--- config.mk ---
export PLATFORM = sky130hd
export DESIGN_NAME = segmentation_template_labeler_core_flat
export DESIGN_NICKNAME = d
export VERILOG_FILES = /design/src/hw/rtl/stl_pkg.sv /design/src/hw/rtl/stl_if.sv /design/src/hw/rtl/segmentation_template_labeler_core.sv /design/src/hw/rtl/stl_regfile.sv /design/src/flat_wrapper.sv
export SDC_FILE = /design/constraint.sdc
export NUM_CORES = 2
export LEC_CHECK = 0
export ABC_AREA = 1
export BUFFER_PORTS_ARGS = -buffer_cell sky130_fd_sc_hd__buf_2
export CORE_MARGIN = 5
export CORE_UTILIZATION = 67
export CTS_CLUSTER_DIAMETER = 60
export CTS_CLUSTER_SIZE = 24
export DETAILED_ROUTE_END_ITERATION = 8
export PLACE_DENSITY_LB_ADDON = 0.1
export SLEW_MARGIN = 40
export SYNTH_ARGS = -nofsm -noshare
export SYNTH_HDL_FRONTEND = slang
export SYNTH_SLANG_ARGS = --single-unit
--- constraint.sdc ---
create_clock -name clk -period 6.8 [get_ports clk]
set_clock_uncertainty 0.05 [all_clocks]
set_input_delay 0.34 -clock clk [delete_from_list [all_inputs] [get_ports clk]]
set_output_delay 0.34 -clock clk [all_outputs]
set_load 0.02 [all_outputs]
--- src/hw/rtl/stl_pkg.sv ---
package stl_pkg;

    localparam int COORD_BITS = 12;
    localparam int POS_W      = COORD_BITS + 1;
    localparam int ORG_W      = COORD_BITS;
    localparam int SIZE_W     = COORD_BITS + 1;
    localparam int MUL_W      = 2 * SIZE_W;
    localparam int KEY_W      = MUL_W + 3;
    localparam int CMP_W      = KEY_W + 3;
    localparam int TPL_W      = 5;
    localparam int LABEL_W    = 8;
    localparam int REGION_W   = 2;
    localparam int CFG_IDX_W  = 3;
    localparam int CFG_DATA_W = SIZE_W;

    localparam logic [CFG_IDX_W-1:0] REG_AREA_LEFT      = 3'd0;
    localparam logic [CFG_IDX_W-1:0] REG_AREA_TOP       = 3'd1;
    localparam logic [CFG_IDX_W-1:0] REG_AREA_WIDTH     = 3'd2;
    localparam logic [CFG_IDX_W-1:0] REG_AREA_HEIGHT    = 3'd3;
    localparam logic [CFG_IDX_W-1:0] REG_TEMPLATE_INDEX = 3'd4;
    localparam logic [CFG_IDX_W-1:0] REG_LABEL_REGION0  = 3'd5;
    localparam logic [CFG_IDX_W-1:0] REG_LABEL_REGION1  = 3'd6;
    localparam logic [CFG_IDX_W-1:0] REG_LABEL_REGION2  = 3'd7;

    localparam logic [LABEL_W-1:0]  LABEL_OUTSIDE = 8'hFF;
    localparam logic [REGION_W-1:0] REGION_0 = 2'd0;
    localparam logic [REGION_W-1:0] REGION_1 = 2'd1;
    localparam logic [REGION_W-1:0] REGION_2 = 2'd2;

    localparam logic [TPL_W-1:0] TPL_UNIFORM   = 5'd0;
    localparam logic [TPL_W-1:0] TPL_THIRDS_H  = 5'd1;
    localparam logic [TPL_W-1:0] TPL_THIRDS_V  = 5'd2;
    localparam logic [TPL_W-1:0] TPL_DIAG_ANTI = 5'd3;
    localparam logic [TPL_W-1:0] TPL_DIAG_MAIN = 5'd4;
    localparam logic [TPL_W-1:0] TPL_BOX       = 5'd5;
    localparam logic [TPL_W-1:0] TPL_V_0       = 5'd6;
    localparam logic [TPL_W-1:0] TPL_V_1       = 5'd7;
    localparam logic [TPL_W-1:0] TPL_V_2       = 5'd8;
    localparam logic [TPL_W-1:0] TPL_V_3       = 5'd9;
    localparam logic [TPL_W-1:0] TPL_BAND_0    = 5'd10;
    localparam logic [TPL_W-1:0] TPL_BAND_1    = 5'd11;
    localparam logic [TPL_W-1:0] TPL_BAND_2    = 5'd12;
    localparam logic [TPL_W-1:0] TPL_BAND_3    = 5'd13;
    localparam logic [TPL_W-1:0] TPL_TH_0      = 5'd14;
    localparam logic [TPL_W-1:0] TPL_TH_1      = 5'd15;
    localparam logic [TPL_W-1:0] TPL_TH_2      = 5'd16;
    localparam logic [TPL_W-1:0] TPL_TH_3      = 5'd17;
    localparam logic [TPL_W-1:0] TPL_Y_0       = 5'd18;
    localparam logic [TPL_W-1:0] TPL_Y_1       = 5'd19;
    localparam logic [TPL_W-1:0] TPL_Y_2       = 5'd20;
    localparam logic [TPL_W-1:0] TPL_Y_3       = 5'd21;
    localparam logic [TPL_W-1:0] TPL_TT_0      = 5'd22;
    localparam logic [TPL_W-1:0] TPL_TT_1      = 5'd23;
    localparam logic [TPL_W-1:0] TPL_TT_2      = 5'd24;
    localparam logic [TPL_W-1:0] TPL_TT_3      = 5'd25;
    localparam logic [TPL_W-1:0] TPL_TQ_0      = 5'd26;
    localparam logic [TPL_W-1:0] TPL_TQ_1      = 5'd27;
    localparam logic [TPL_W-1:0] TPL_TQ_2      = 5'd28;
    localparam logic [TPL_W-1:0] TPL_TQ_3      = 5'd29;

    typedef struct packed {
        logic [ORG_W-1:0]   left;
        logic [ORG_W-1:0]   top;
        logic [SIZE_W-1:0]  width;
        logic [SIZE_W-1:0]  height;
        logic [TPL_W-1:0]   tpl;
        logic [LABEL_W-1:0] lab0;
        logic [LABEL_W-1:0] lab1;
        logic [LABEL_W-1:0] lab2;
    } cfg_t;

    typedef struct packed {
        logic signed [KEY_W-1:0] k1;
        logic signed [KEY_W-1:0] k2;
    } key_t;

    // Per-template keys from A = u*h, B = v*w, D = w*h.
    function automatic key_t key_of(input logic [TPL_W-1:0] tpl,
                                    input logic [MUL_W-1:0] a,
                                    input logic [MUL_W-1:0] b,
                                    input logic [MUL_W-1:0] d);
        key_t k;
        logic signed [KEY_W-1:0] sa;
        logic signed [KEY_W-1:0] sb;
        logic signed [KEY_W-1:0] sd;
        logic signed [KEY_W-1:0] ta;
        logic signed [KEY_W-1:0] tb;
        logic signed [KEY_W-1:0] aa;
        logic signed [KEY_W-1:0] ab;
        sa = $signed(KEY_W'(a));
        sb = $signed(KEY_W'(b));
        sd = $signed(KEY_W'(d));
        ta = (sa <<< 1) - sd;
        tb = (sb <<< 1) - sd;
        aa = (ta < 0) ? -ta : ta;
        ab = (tb < 0) ? -tb : tb;
        k.k1 = '0;
        k.k2 = '0;
        case (tpl)
            TPL_THIRDS_H: k.k1 = sa;
            TPL_THIRDS_V: k.k1 = sb;
            TPL_DIAG_ANTI: k.k1 = sa + sb;
            TPL_DIAG_MAIN: k.k1 = sb - sa;
            TPL_BOX, TPL_V_0, TPL_TH_1, TPL_TT_3, TPL_TQ_3:
            begin
                k.k1 = sa;
                k.k2 = sb;
            end
            TPL_V_1, TPL_TH_3, TPL_TT_1, TPL_TQ_1:
            begin
                k.k1 = sd - sa;
                k.k2 = sb;
            end
            TPL_V_2, TPL_TH_0, TPL_TT_0, TPL_TQ_0:
            begin
                k.k1 = sb;
                k.k2 = sa;
            end
            TPL_V_3, TPL_TH_2, TPL_TT_2, TPL_TQ_2:
            begin
                k.k1 = sd - sb;
                k.k2 = sa;
            end
            TPL_BAND_0, TPL_BAND_2: k.k1 = sa + sb - sd;
            TPL_BAND_1, TPL_BAND_3: k.k1 = sb - sa;
            TPL_Y_0:
            begin
                k.k1 = sa;
                k.k2 = (sb <<< 1) - aa;
            end
            TPL_Y_1:
            begin
                k.k1 = sb;
                k.k2 = (sa <<< 1) - ab;
            end
            TPL_Y_2:
            begin
                k.k1 = sa;
                k.k2 = ((sd - sb) <<< 1) - aa;
            end
            TPL_Y_3:
            begin
                k.k1 = sb;
                k.k2 = ((sd - sa) <<< 1) - ab;
            end
            default:
            begin
                k.k1 = '0;
                k.k2 = '0;
            end
        endcase
        return k;
    endfunction

    function automatic logic [REGION_W-1:0] region_of(input logic [TPL_W-1:0] tpl,
                                                      input key_t k,
                                                      input logic [MUL_W-1:0] d);
        logic signed [CMP_W-1:0] c1;
        logic signed [CMP_W-1:0] c2;
        logic signed [CMP_W-1:0] cd;
        logic signed [CMP_W-1:0] c1x2;
        logic signed [CMP_W-1:0] c1x3;
        logic signed [CMP_W-1:0] c1x4;
        logic signed [CMP_W-1:0] c2x2;
        logic signed [CMP_W-1:0] c2x4;
        logic signed [CMP_W-1:0] dx2;
        logic signed [CMP_W-1:0] dx3;
        logic [REGION_W-1:0] half2;
        logic [REGION_W-1:0] r;
        c1   = {{(CMP_W-KEY_W){k.k1[KEY_W-1]}}, k.k1};
        c2   = {{(CMP_W-KEY_W){k.k2[KEY_W-1]}}, k.k2};
        cd   = $signed(CMP_W'(d));
        c1x2 = c1 <<< 1;
        c1x3 = c1x2 + c1;
        c1x4 = c1 <<< 2;
        c2x2 = c2 <<< 1;
        c2x4 = c2 <<< 2;
        dx2  = cd <<< 1;
        dx3  = dx2 + cd;
        half2 = (c2x2 < cd) ? REGION_1 : REGION_2;
        case (tpl)
            TPL_UNIFORM: r = REGION_0;
            TPL_THIRDS_H, TPL_THIRDS_V:
                r = (c1x3 < cd) ? REGION_0 : ((c1x3 < dx2) ? REGION_1 : REGION_2);
            TPL_DIAG_ANTI: r = (c1 < cd) ? REGION_0 : REGION_1;
            TPL_DIAG_MAIN: r = (c1 < 0) ? REGION_0 : REGION_1;
            TPL_BOX:
                r = (c1x4 > cd && c1x4 < dx3 && c2x4 > cd && c2x4 < dx3) ?
                    REGION_1 : REGION_0;
            TPL_V_0, TPL_V_1, TPL_V_2, TPL_V_3:
                r = REGION_W'(c2x2 - c1 >= 0) + REGION_W'(c2x2 + c1 >= dx2);
            TPL_BAND_0, TPL_BAND_1:
                r = REGION_W'(c1x2 >= -cd) + REGION_W'(c1x2 >= cd);
            TPL_BAND_2, TPL_BAND_3:
                r = REGION_W'(c1x4 >= -cd) + REGION_W'(c1x4 >= cd);
            TPL_Y_0, TPL_Y_1, TPL_Y_2, TPL_Y_3:
                r = (c2 <= cd) ? ((c1x2 < cd) ? REGION_1 : REGION_2) : REGION_0;
            TPL_TH_0, TPL_TH_1, TPL_TH_2, TPL_TH_3:
                r = (c1x2 >= cd) ? half2 : REGION_0;
            TPL_TT_0, TPL_TT_1, TPL_TT_2, TPL_TT_3:
                r = (c1x3 >= dx2) ? half2 : REGION_0;
            TPL_TQ_0, TPL_TQ_1, TPL_TQ_2, TPL_TQ_3:
                r = (c1x4 >= cd) ? half2 : REGION_0;
            default: r = REGION_0;
        endcase
        return r;
    endfunction

endpackage

--- src/hw/rtl/stl_if.sv ---
interface stl_pos_if;
    logic                        valid;
    logic                        ready;
    logic [stl_pkg::POS_W-1:0]   pos_x;
    logic [stl_pkg::POS_W-1:0]   pos_y;

    modport source (output valid, output pos_x, output pos_y, input ready);
    modport sink   (input valid, input pos_x, input pos_y, output ready);
endinterface

interface stl_label_if;
    logic                          valid;
    logic                          ready;
    logic [stl_pkg::LABEL_W-1:0]   label;
    logic [stl_pkg::REGION_W-1:0]  region;
    logic                          outside;

    modport source (output valid, output label, output region, output outside, input ready);
    modport sink   (input valid, input label, input region, input outside, output ready);
endinterface

--- src/hw/rtl/segmentation_template_labeler_core.sv ---
// Segmentation template labeler.
// pix (sink): one pixel position per transaction, pos_x and pos_y.
// res (source): one result per position, label, region and outside flag,
//   in the order the positions were taken.
// cfg_we/cfg_index/cfg_wdata: register writes, one per cycle; the user must write
//   them only while no position is in flight, which the block itself leaves unchecked.
// Five register stages: window check and offset, three multipliers
//   (u*h, v*w, w*h), template keys, region compare, label select.
// Throughput: one position per cycle while res.ready holds; every stage is a single register.
// A stalled stage holds its item; pix.ready drops only when all five
//   stages are full and res.ready is low, so nothing is lost or repeated.
// Reset clears all stage valid bits and loads the register defaults
//   (rectangle at 0,0 of size 1x1, template 0, labels 0, 1, 2).
// Positions outside the rectangle give label 255, region 0, outside 1.
module segmentation_template_labeler_core
(
    input  logic                            clk,
    input  logic                            rst_n,
    input  logic                            cfg_we,
    input  logic [stl_pkg::CFG_IDX_W-1:0]   cfg_index,
    input  logic [stl_pkg::CFG_DATA_W-1:0]  cfg_wdata,
    stl_pos_if.sink                         pix,
    stl_label_if.source                     res
);

    stl_pkg::cfg_t cfg;

    stl_regfile u_regfile
    (
        .clk       (clk),
        .rst_n     (rst_n),
        .cfg_we    (cfg_we),
        .cfg_index (cfg_index),
        .cfg_wdata (cfg_wdata),
        .cfg       (cfg)
    );

    logic s1_valid_reg, s2_valid_reg, s3_valid_reg, s4_valid_reg, s5_valid_reg;
    logic s1_ready, s2_ready, s3_ready, s4_ready, s5_ready;

    logic                               s1_out_reg;
    logic [stl_pkg::POS_W-1:0]          s1_u_reg;
    logic [stl_pkg::POS_W-1:0]          s1_v_reg;
    logic                               s2_out_reg;
    logic [stl_pkg::MUL_W-1:0]          s2_a_reg;
    logic [stl_pkg::MUL_W-1:0]          s2_b_reg;
    logic [stl_pkg::MUL_W-1:0]          s2_d_reg;
    logic                               s3_out_reg;
    stl_pkg::key_t                      s3_key_reg;
    logic [stl_pkg::MUL_W-1:0]          s3_d_reg;
    logic                               s4_out_reg;
    logic [stl_pkg::REGION_W-1:0]       s4_region_reg;
    logic                               s5_out_reg;
    logic [stl_pkg::LABEL_W-1:0]        s5_label_reg;
    logic [stl_pkg::REGION_W-1:0]       s5_region_reg;

    logic [stl_pkg::POS_W:0]            x_end;
    logic [stl_pkg::POS_W:0]            y_end;
    logic                               in_rect;
    logic [stl_pkg::POS_W-1:0]          u_next;
    logic [stl_pkg::POS_W-1:0]          v_next;
    logic [stl_pkg::LABEL_W-1:0]        label_next;

    assign s5_ready  = !s5_valid_reg || res.ready;
    assign s4_ready  = !s4_valid_reg || s5_ready;
    assign s3_ready  = !s3_valid_reg || s4_ready;
    assign s2_ready  = !s2_valid_reg || s3_ready;
    assign s1_ready  = !s1_valid_reg || s2_ready;
    assign pix.ready = s1_ready;

    // Half-open window test.
    assign x_end   = (stl_pkg::POS_W+1)'(cfg.left) + (stl_pkg::POS_W+1)'(cfg.width);
    assign y_end   = (stl_pkg::POS_W+1)'(cfg.top) + (stl_pkg::POS_W+1)'(cfg.height);
    assign in_rect = (pix.pos_x >= stl_pkg::POS_W'(cfg.left))
                  && ((stl_pkg::POS_W+1)'(pix.pos_x) < x_end)
                  && (pix.pos_y >= stl_pkg::POS_W'(cfg.top))
                  && ((stl_pkg::POS_W+1)'(pix.pos_y) < y_end);
    assign u_next  = pix.pos_x - stl_pkg::POS_W'(cfg.left);
    assign v_next  = pix.pos_y - stl_pkg::POS_W'(cfg.top);

    always_comb
    begin
        case (s4_region_reg)
            stl_pkg::REGION_0: label_next = cfg.lab0;
            stl_pkg::REGION_1: label_next = cfg.lab1;
            default:           label_next = cfg.lab2;
        endcase
        if (s4_out_reg)
        begin
            label_next = stl_pkg::LABEL_OUTSIDE;
        end
    end

    always_ff @(posedge clk or negedge rst_n)
    begin
        if (!rst_n)
        begin
            s1_valid_reg <= 1'b0;
            s2_valid_reg <= 1'b0;
            s3_valid_reg <= 1'b0;
            s4_valid_reg <= 1'b0;
            s5_valid_reg <= 1'b0;
        end
        else
        begin
            if (s1_ready)
            begin
                s1_valid_reg <= pix.valid;
            end
            if (s2_ready)
            begin
                s2_valid_reg <= s1_valid_reg;
            end
            if (s3_ready)
            begin
                s3_valid_reg <= s2_valid_reg;
            end
            if (s4_ready)
            begin
                s4_valid_reg <= s3_valid_reg;
            end
            if (s5_ready)
            begin
                s5_valid_reg <= s4_valid_reg;
            end
        end
    end

    always_ff @(posedge clk)
    begin
        if (s1_ready && pix.valid)
        begin
            s1_out_reg <= !in_rect;
            s1_u_reg   <= u_next;
            s1_v_reg   <= v_next;
        end
        if (s2_ready && s1_valid_reg)
        begin
            s2_out_reg <= s1_out_reg;
            s2_a_reg   <= stl_pkg::MUL_W'(s1_u_reg) * stl_pkg::MUL_W'(cfg.height);
            s2_b_reg   <= stl_pkg::MUL_W'(s1_v_reg) * stl_pkg::MUL_W'(cfg.width);
            s2_d_reg   <= stl_pkg::MUL_W'(cfg.width) * stl_pkg::MUL_W'(cfg.height);
        end
        if (s3_ready && s2_valid_reg)
        begin
            s3_out_reg <= s2_out_reg;
            s3_key_reg <= stl_pkg::key_of(cfg.tpl, s2_a_reg, s2_b_reg, s2_d_reg);
            s3_d_reg   <= s2_d_reg;
        end
        if (s4_ready && s3_valid_reg)
        begin
            s4_out_reg    <= s3_out_reg;
            s4_region_reg <= s3_out_reg ? stl_pkg::REGION_0
                           : stl_pkg::region_of(cfg.tpl, s3_key_reg, s3_d_reg);
        end
        if (s5_ready && s4_valid_reg)
        begin
            s5_out_reg    <= s4_out_reg;
            s5_label_reg  <= label_next;
            s5_region_reg <= s4_region_reg;
        end
    end

    assign res.valid   = s5_valid_reg;
    assign res.label   = s5_label_reg;
    assign res.region  = s5_region_reg;
    assign res.outside = s5_out_reg;

endmodule

--- src/hw/rtl/stl_regfile.sv ---
module stl_regfile
(
    input  logic                               clk,
    input  logic                               rst_n,
    input  logic                               cfg_we,
    input  logic [stl_pkg::CFG_IDX_W-1:0]      cfg_index,
    input  logic [stl_pkg::CFG_DATA_W-1:0]     cfg_wdata,
    output stl_pkg::cfg_t                      cfg
);

    stl_pkg::cfg_t cfg_reg;
    stl_pkg::cfg_t cfg_next;

    always_comb
    begin
        cfg_next = cfg_reg;
        if (cfg_we)
        begin
            case (cfg_index)
                stl_pkg::REG_AREA_LEFT:
                    cfg_next.left = cfg_wdata[stl_pkg::ORG_W-1:0];
                stl_pkg::REG_AREA_TOP:
                    cfg_next.top = cfg_wdata[stl_pkg::ORG_W-1:0];
                stl_pkg::REG_AREA_WIDTH:
                    cfg_next.width = cfg_wdata[stl_pkg::SIZE_W-1:0];
                stl_pkg::REG_AREA_HEIGHT:
                    cfg_next.height = cfg_wdata[stl_pkg::SIZE_W-1:0];
                stl_pkg::REG_TEMPLATE_INDEX:
                    cfg_next.tpl = cfg_wdata[stl_pkg::TPL_W-1:0];
                stl_pkg::REG_LABEL_REGION0:
                    cfg_next.lab0 = cfg_wdata[stl_pkg::LABEL_W-1:0];
                stl_pkg::REG_LABEL_REGION1:
                    cfg_next.lab1 = cfg_wdata[stl_pkg::LABEL_W-1:0];
                stl_pkg::REG_LABEL_REGION2:
                    cfg_next.lab2 = cfg_wdata[stl_pkg::LABEL_W-1:0];
                default:
                    cfg_next = cfg_reg;
            endcase
        end
    end

    always_ff @(posedge clk or negedge rst_n)
    begin
        if (!rst_n)
        begin
            cfg_reg.left   <= '0;
            cfg_reg.top    <= '0;
            cfg_reg.width  <= stl_pkg::SIZE_W'(1);
            cfg_reg.height <= stl_pkg::SIZE_W'(1);
            cfg_reg.tpl    <= stl_pkg::TPL_UNIFORM;
            cfg_reg.lab0   <= stl_pkg::LABEL_W'(0);
            cfg_reg.lab1   <= stl_pkg::LABEL_W'(1);
            cfg_reg.lab2   <= stl_pkg::LABEL_W'(2);
        end
        else
        begin
            cfg_reg <= cfg_next;
        end
    end

    assign cfg = cfg_reg;

endmodule

--- src/flat_wrapper.sv ---
// flat-port wrapper written by rule: the top's interface ports become plain ports
module segmentation_template_labeler_core_flat 
  (clk, rst_n, cfg_we, cfg_index, cfg_wdata, pix_valid, pix_pos_x, pix_pos_y, pix_ready, res_valid, res_label, res_region, res_outside, res_ready);
  stl_pos_if pix_i ();
  stl_label_if res_i ();
  input  logic clk;
  input  logic rst_n;
  input  logic cfg_we;
  input  logic [stl_pkg::CFG_IDX_W-1:0] cfg_index;
  input  logic [stl_pkg::CFG_DATA_W-1:0] cfg_wdata;
  input wire logic [$bits(pix_i.valid)-1:0] pix_valid;
  input wire logic [$bits(pix_i.pos_x)-1:0] pix_pos_x;
  input wire logic [$bits(pix_i.pos_y)-1:0] pix_pos_y;
  output wire logic [$bits(pix_i.ready)-1:0] pix_ready;
  output wire logic [$bits(res_i.valid)-1:0] res_valid;
  output wire logic [$bits(res_i.label)-1:0] res_label;
  output wire logic [$bits(res_i.region)-1:0] res_region;
  output wire logic [$bits(res_i.outside)-1:0] res_outside;
  input wire logic [$bits(res_i.ready)-1:0] res_ready;
  assign pix_i.valid = pix_valid;
  assign pix_i.pos_x = pix_pos_x;
  assign pix_i.pos_y = pix_pos_y;
  assign pix_ready = pix_i.ready;
  assign res_valid = res_i.valid;
  assign res_label = res_i.label;
  assign res_region = res_i.region;
  assign res_outside = res_i.outside;
  assign res_i.ready = res_ready;
  segmentation_template_labeler_core u_core (.clk(clk), .rst_n(rst_n), .cfg_we(cfg_we), .cfg_index(cfg_index), .cfg_wdata(cfg_wdata), .pix(pix_i), .res(res_i));
endmodule
# ---- Word-level counts from Yosys, hierarchy flattened
# Index checks and enable logic that the tools add are counted.
dict set report totals {
  regBits 289
  inputBits 47
  output_inout_bits 13
  word_cells 183
}
dict set report classes {
  n_addsub 25
  n_mul 3
  order_cmp 24
  eq_ne 37
  mux 17
  reduce_logical 48
}
# cell count
set ops {}
lappend ops {{one-hot mux 29 bit (7 select lines)} 1}
lappend ops {{one-hot mux 29 bit (6 select lines)} 1}
lappend ops {{subtractor 26 x 26 -> 27 bit} 3}
lappend ops {{multiplier 13 x 13 -> 26 bit} 3}
lappend ops {{== test 5 bit, second input constant} 14}
lappend ops {{>= comparator 32 x 28 -> 1 bit} 2}
lappend ops {{adder 30 x 29 -> 31 bit} 2}
lappend ops {{> comparator 31 x 27 -> 1 bit} 2}
lappend ops {{< comparator 31 x 29 -> 1 bit} 2}
lappend ops {{< comparator 30 x 27 -> 1 bit} 2}
lappend ops {{2-to-1 mux 29 bit} 2}
lappend ops {{negation 28 -> 29 bit} 2}
lappend ops {{subtractor 28 x 29 -> 29 bit} 2}
lappend ops {{subtractor 29 bit} 2}
lappend ops {{< comparator 28 x 1 -> 1 bit, second input constant} 2}
lappend ops {{subtractor 27 x 26 -> 28 bit} 2}
lappend ops {{== test 5 x 4 -> 1 bit, second input constant} 8}
lappend ops {{>= comparator 30 x 32 -> 1 bit} 1}
lappend ops {{>= comparator 31 x 32 -> 1 bit} 1}
lappend ops {{>= comparator 32 x 1 -> 1 bit, second input constant} 1}
lappend ops {{< comparator 32 x 27 -> 1 bit} 1}
lappend ops {{< comparator 32 x 28 -> 1 bit} 1}
lappend ops {{negation 26 -> 32 bit} 1}
lappend ops {{>= comparator 31 x 27 -> 1 bit} 1}
lappend ops {{36 further kinds} 95}

# ---- Longest topological paths before layout
dict set report logic_depth {
  ltp_word 7
  mapped_depth 36
}

# ---- Hierarchy
# From an unflattened synthesis, not the netlist that was laid out.
dict set report unflattened {
  cells_unflattened 8672
  area_unflattened_um2 60459.2
}
# mod instances cells_per_inst area_each_um2
set modules_own_cells {}
lappend modules_own_cells {segmentation_template_labeler_core 1 8312 57306.2}
lappend modules_own_cells {stl_regfile 1 360 3153.0}

# ---- Worst setup path after synthesis
# OpenSTA, ideal clock, no wires.
dict set report synth_timing {
  kind {register to register}
  start {register u_core.u_regfile.cfg_reg (netlist bit u_core.u_regfile.cfg[30])}
  end {register u_core.s2_d_reg[23] in the netlist's numbering (data pin)}
  setup_ns 0.252
  arrival_time_ns 5.389
  slack_ns 1.109
  path_stages_with_launch 24
  path_cell_list {dfrtp_1 -> clkbuf_1 -> clkbuf_1 -> nand2_1 -> fa_1 -> inv_1 -> fa_1 -> fa_1 -> inv_1 -> fa_1 -> fa_1 -> inv_1 -> ha_1 -> a21o_1 -> a21oi_1 -> o21ai_1 -> a21boi_0 -> o21ai_1 -> a21boi_0 -> o21ai_1 -> nand2_1 -> nand2_1 -> nand2_1 -> nand2_1}
}
dict set report synth_between {
  elab_chain_cells 1
}
# item line
set synth_lines {}
lappend synth_lines {{start: declaration} stl_regfile.sv:11} ;# stl_pkg::cfg_t cfg_reg;
lappend synth_lines {{start signal: assignment} stl_regfile.sv:57} ;# cfg_reg <= cfg_next;
lappend synth_lines {{multiplier 13 x 13 -> 26 bit} segmentation_template_labeler_core.sv:142} ;# s2_d_reg <= stl_pkg::MUL_W'(cfg.width) * stl_pkg::MUL_W'(cfg.height);
lappend synth_lines {{end signal: assignment} segmentation_template_labeler_core.sv:142}
lappend synth_lines {{end: declaration} segmentation_template_labeler_core.sv:47} ;# logic [stl_pkg::MUL_W-1:0] s2_d_reg;
# No other way between the ends.
# A chain may end at the register's enable or synchronous reset.

# ---- Worst setup path in the final report
# Ends and elaborated chain as after synthesis.

==> qor.json <==
{
  "vias": 62355,
  "cp.arrival_ps": 6710,
  "syn_area_per_cell_um2": 7.074,
  "status": "finished, final reports clean",
  "filler_cell_count": 6983,
  "setup_viol": 0,
  "postRouteAntennaNets": 0,
  "use_met3_pct": 16.36,
  "post_synth_edffs": 205,
  "finalWirelength_mm": 238.3,
  "viasPerCell": 6.430,
  "hpwl_reported_at_the_end_of_detailed_placement_mm": 194.2,
  "timing.hold.worst.start": "pix_pos_x[12]",
  "dieHeight_um": 308.1,
  "post_cts_resize_count": 0,
  "grt_setup_unrepaired": "false",
  "floorplan.initialDensity_pct": 67.47,
  "syn-cell-area_um2": 59530,
  "die_w_um": 308.1,
  "final_cell_mix": "2017 x sky130_fd_sc_hd__nand2_1, 1401 x sky130_fd_sc_hd__inv_1, 1003 x sky130_fd_sc_hd__ha_1, 707 x sky130_fd_sc_hd__a21oi_1, 558 x sky130_fd_sc_hd__nor2_1",
  "die_area_um2": 94920,
  "timing_worst_setup_path_type": "register to register",
  "period_share_pct": 93.44,
  "grt_start_max_net_pins": 75,
  "cp_max_fo": 16,
  "placement_rows": 109,
  "cts.path.max_buffers": 3,
  "grt_pass1_vias": 60880,
  "largest_register_ff_count": 79,
  "critPathSlowestCell": "sky130_fd_sc_hd__dfrtp_1",
  "finalNonFillerCells": 9697,
  "cts.clk_slew.worst_paths_ps": 90,
  "worstSetupStartpointType": "register",
  "cts-buffers-inserted": 42,
  "asyncSetResetFlopFracSynth_pct": 29.07,
  "met2_track_demand_over_resource_pct": 74.16,
  "yosysUniqueCellTypes": 70,
  "cp-end-kind": "register",
  "gpl.final_weighted_congestion": 1.236,
  "use_met1_pct": 56.78,
  "grt_antenna_before_repair": 17,
  "path_cells": "buf_4 > nand2_1 > fa_1 > inv_1 > fa_1 > inv_1 > fa_1 > inv_1 > fa_1 > fa_1 > ha_1 > a21o_1 > a31oi_1 > o21ai_1 > a21boi_0 > o21ai_1 > a21boi_0 > o21ai_1 > nand2_1 > nand2_1 > nand2_1 > nand2_1",
  "hold_end": "u_core.s1_u_reg[12]",
  "cp_slowest_stage_delay_ps": 730,
  "slew_violations": 0,
  "routed_wire_length_per_instance_um": 24.58,
  "seq_area_frac_synth_pct": 13.88,
  "cell_depth_of_the_worst_flop_to_flop_path": 22,
  "worst_slew_pin_slew_ps": 988.0,
  "grt_remaining_overflow": 0,
  "gate_count_of_the_mapped_netlist": 8416,
  "cts_tree": "built",
  "sinks_on_clock_net": 289,
  "post_route_drc": 0,
  "worstReg2RegEnd": "u_core.s2_d_reg[23]",
  "dp_cells": 9603,
  "placeableCoreArea_um2": 88240,
  "max_freq_ghz": 0.1574,
  "setup.reg_to_reg.worst_slack_ps": 450,
  "grtUsageTotal_pct": 49.00,
  "clk_latency_ps": 670,
  "rr_startpoint": "u_core.u_regfile.cfg[30]",
  "ios": 60,
  "drt-initial-drc-count": 8856,
  "hold-path-cell-count": 2,
  "synth.yosys.warnings": 0,
  "timing.final.crit_period_ps": 6354,
  "area_growth_syn_to_layout_pct": 6.440,
  "place.port_buffers": 59,
  "slew_headroom_pct": 33.73,
  "hp-class": "input pin to register",
  "final-hold-violation-count": 0,
  "synthFlopType": "sky130_fd_sc_hd__edfxtp_1",
  "post_route_cells_drive_above_1_share_pct": 4.893,
  "first_pass_grt_wire_length_mm": 356.4,
  "cts.root.buffer_cell": "sky130_fd_sc_hd__clkbuf_16",
  "worstPathRequired_ps": 7150,
  "tns_ps": 0,
  "yosys_register_bits": 289,
  "h-tree-depth": 2,
  "maxCapViolations": 0,
  "finish.net_count": 9921,
  "drt_pass1_iterations": 9,
  "most_common_cell_after_layout_fill_and_taps_aside": "sky130_fd_sc_hd__nand2_1",
  "top_usage_layer": "met2"
}
==> worst max path at each step <==
stage,from,slack (ps),end,cells past startpoint
floorplan,u_core.u_regfile.cfg[30],1110,u_core.s2_d_reg[23],23
global placement,u_core.u_regfile.cfg[30],830,u_core.s2_d_reg[23],22
detailed placement,u_core.u_regfile.cfg[46],640,u_core.s2_d_reg[23],21
CTS,u_core.u_regfile.cfg[30],600,u_core.s2_d_reg[23],22
global route,u_core.u_regfile.cfg[30],210,u_core.s2_d_reg[23],22
finish,u_core.u_regfile.cfg[30],450,u_core.s2_d_reg[23],22
==> cells in the mapped netlist (all sizes together) (38+ instances only) <==
cell	number	area, um2
a21o	47	352.8
a21oi	713	3591
clkbuf	152	570.6
dfrtp	80	2002
edfxtp	205	6156
fa	380	7607
ha	1003	12550
inv	1426	5353
nand2	2028	7645
nand3	370	1904
nand4	119	744.5
nor2	575	2201
nor3	104	551.8
o21ai	484	2426
o21bai	38	285.3
or2	45	281.5
xnor2	100	917.1
xor2	231	2068
==> critical path, delay by kind of cell, from the launching register on <==
family | cells | cell delay, ps
AO/OA/AOI/OAI | 7 | 1550
adder cells (fa/ha/maj) | 6 | 2830
buffers and inverters | 4 | 540
flip-flops | 1 | 730
AND/OR/NAND/NOR | 5 | 380
==> area by class of cell <==
cell class                      instances  area, um2  area share (%)
Clock buffer                           43       1055           1.665
Multi-Input combinational cell       6521      45250           71.40
Tap cell                             1165       1458           2.300
Sequential cell                       289       8267           13.05
Antenna cell                           10      25.02         0.03949
Timing Repair Buffer                  208       1473           2.324
Clock inverter                         32      478.0          0.7543
Inverter                             1429       5365           8.467
==> routing by layer <==
| metal | vias to the layer above | part of all wire [%] | wire length, um |
|---|---|---|---|
| met1 | 28652 | 34 | 81350 |
| li1 | 27739 | - | - |
| met4 | 14 | 11 | 26250 |
| met2 | 4555 | 41 | 98430 |
| met5 | - | 0.057 | 135 |
| met3 | 1395 | 13 | 32140 |
==> cells by family (layout without fill, tap and decap cells) <==
| group | Yosys count | after routing | synth area share, % |
|---|---|---|---|
| compound gates | 1495 | 1495 | 13.88 |
| xor+xnor | 331 | 331 | 5.015 |
| fa+ha+maj | 1383 | 1383 | 33.86 |
| buf+inv | 1607 | 1712 | 10.19 |
| flops | 289 | 289 | 13.88 |
| other cells | 1 | 12 | 0.006299 |
| simple gates | 3310 | 3310 | 23.18 |
==> repair_timing <==
| action | 4_1_cts | 5_1_grt |
|---|---|---|
| hold buffers | 8 | 0 |
| buffers inserted | 0 | 0 |
| endpoints found under the hold margin | 97 | 0 |
==> per-stage QoR <==
step | cell area (um2) | setup slack [ps] | utilization, % | hold slack [ps]
2_1_floorplan | 59540 | 1109 | - | -5.591
3_3_place_gp | 61670 | 829.1 | 69.89 | 143.2
3_5_place_dp | 61710 | 638.8 | 69.93 | 148.2
4_1_cts | 63320 | 601.9 | 71.76 | 17.17
5_1_grt | 63350 | 208.3 | 71.79 | 25.31
6_report | 63370 | 446.4 | 71.81 | 40.20
Power is not shown: default switching activity piles up to over one toggle a cycle in this logic, so the estimate is an artifact.
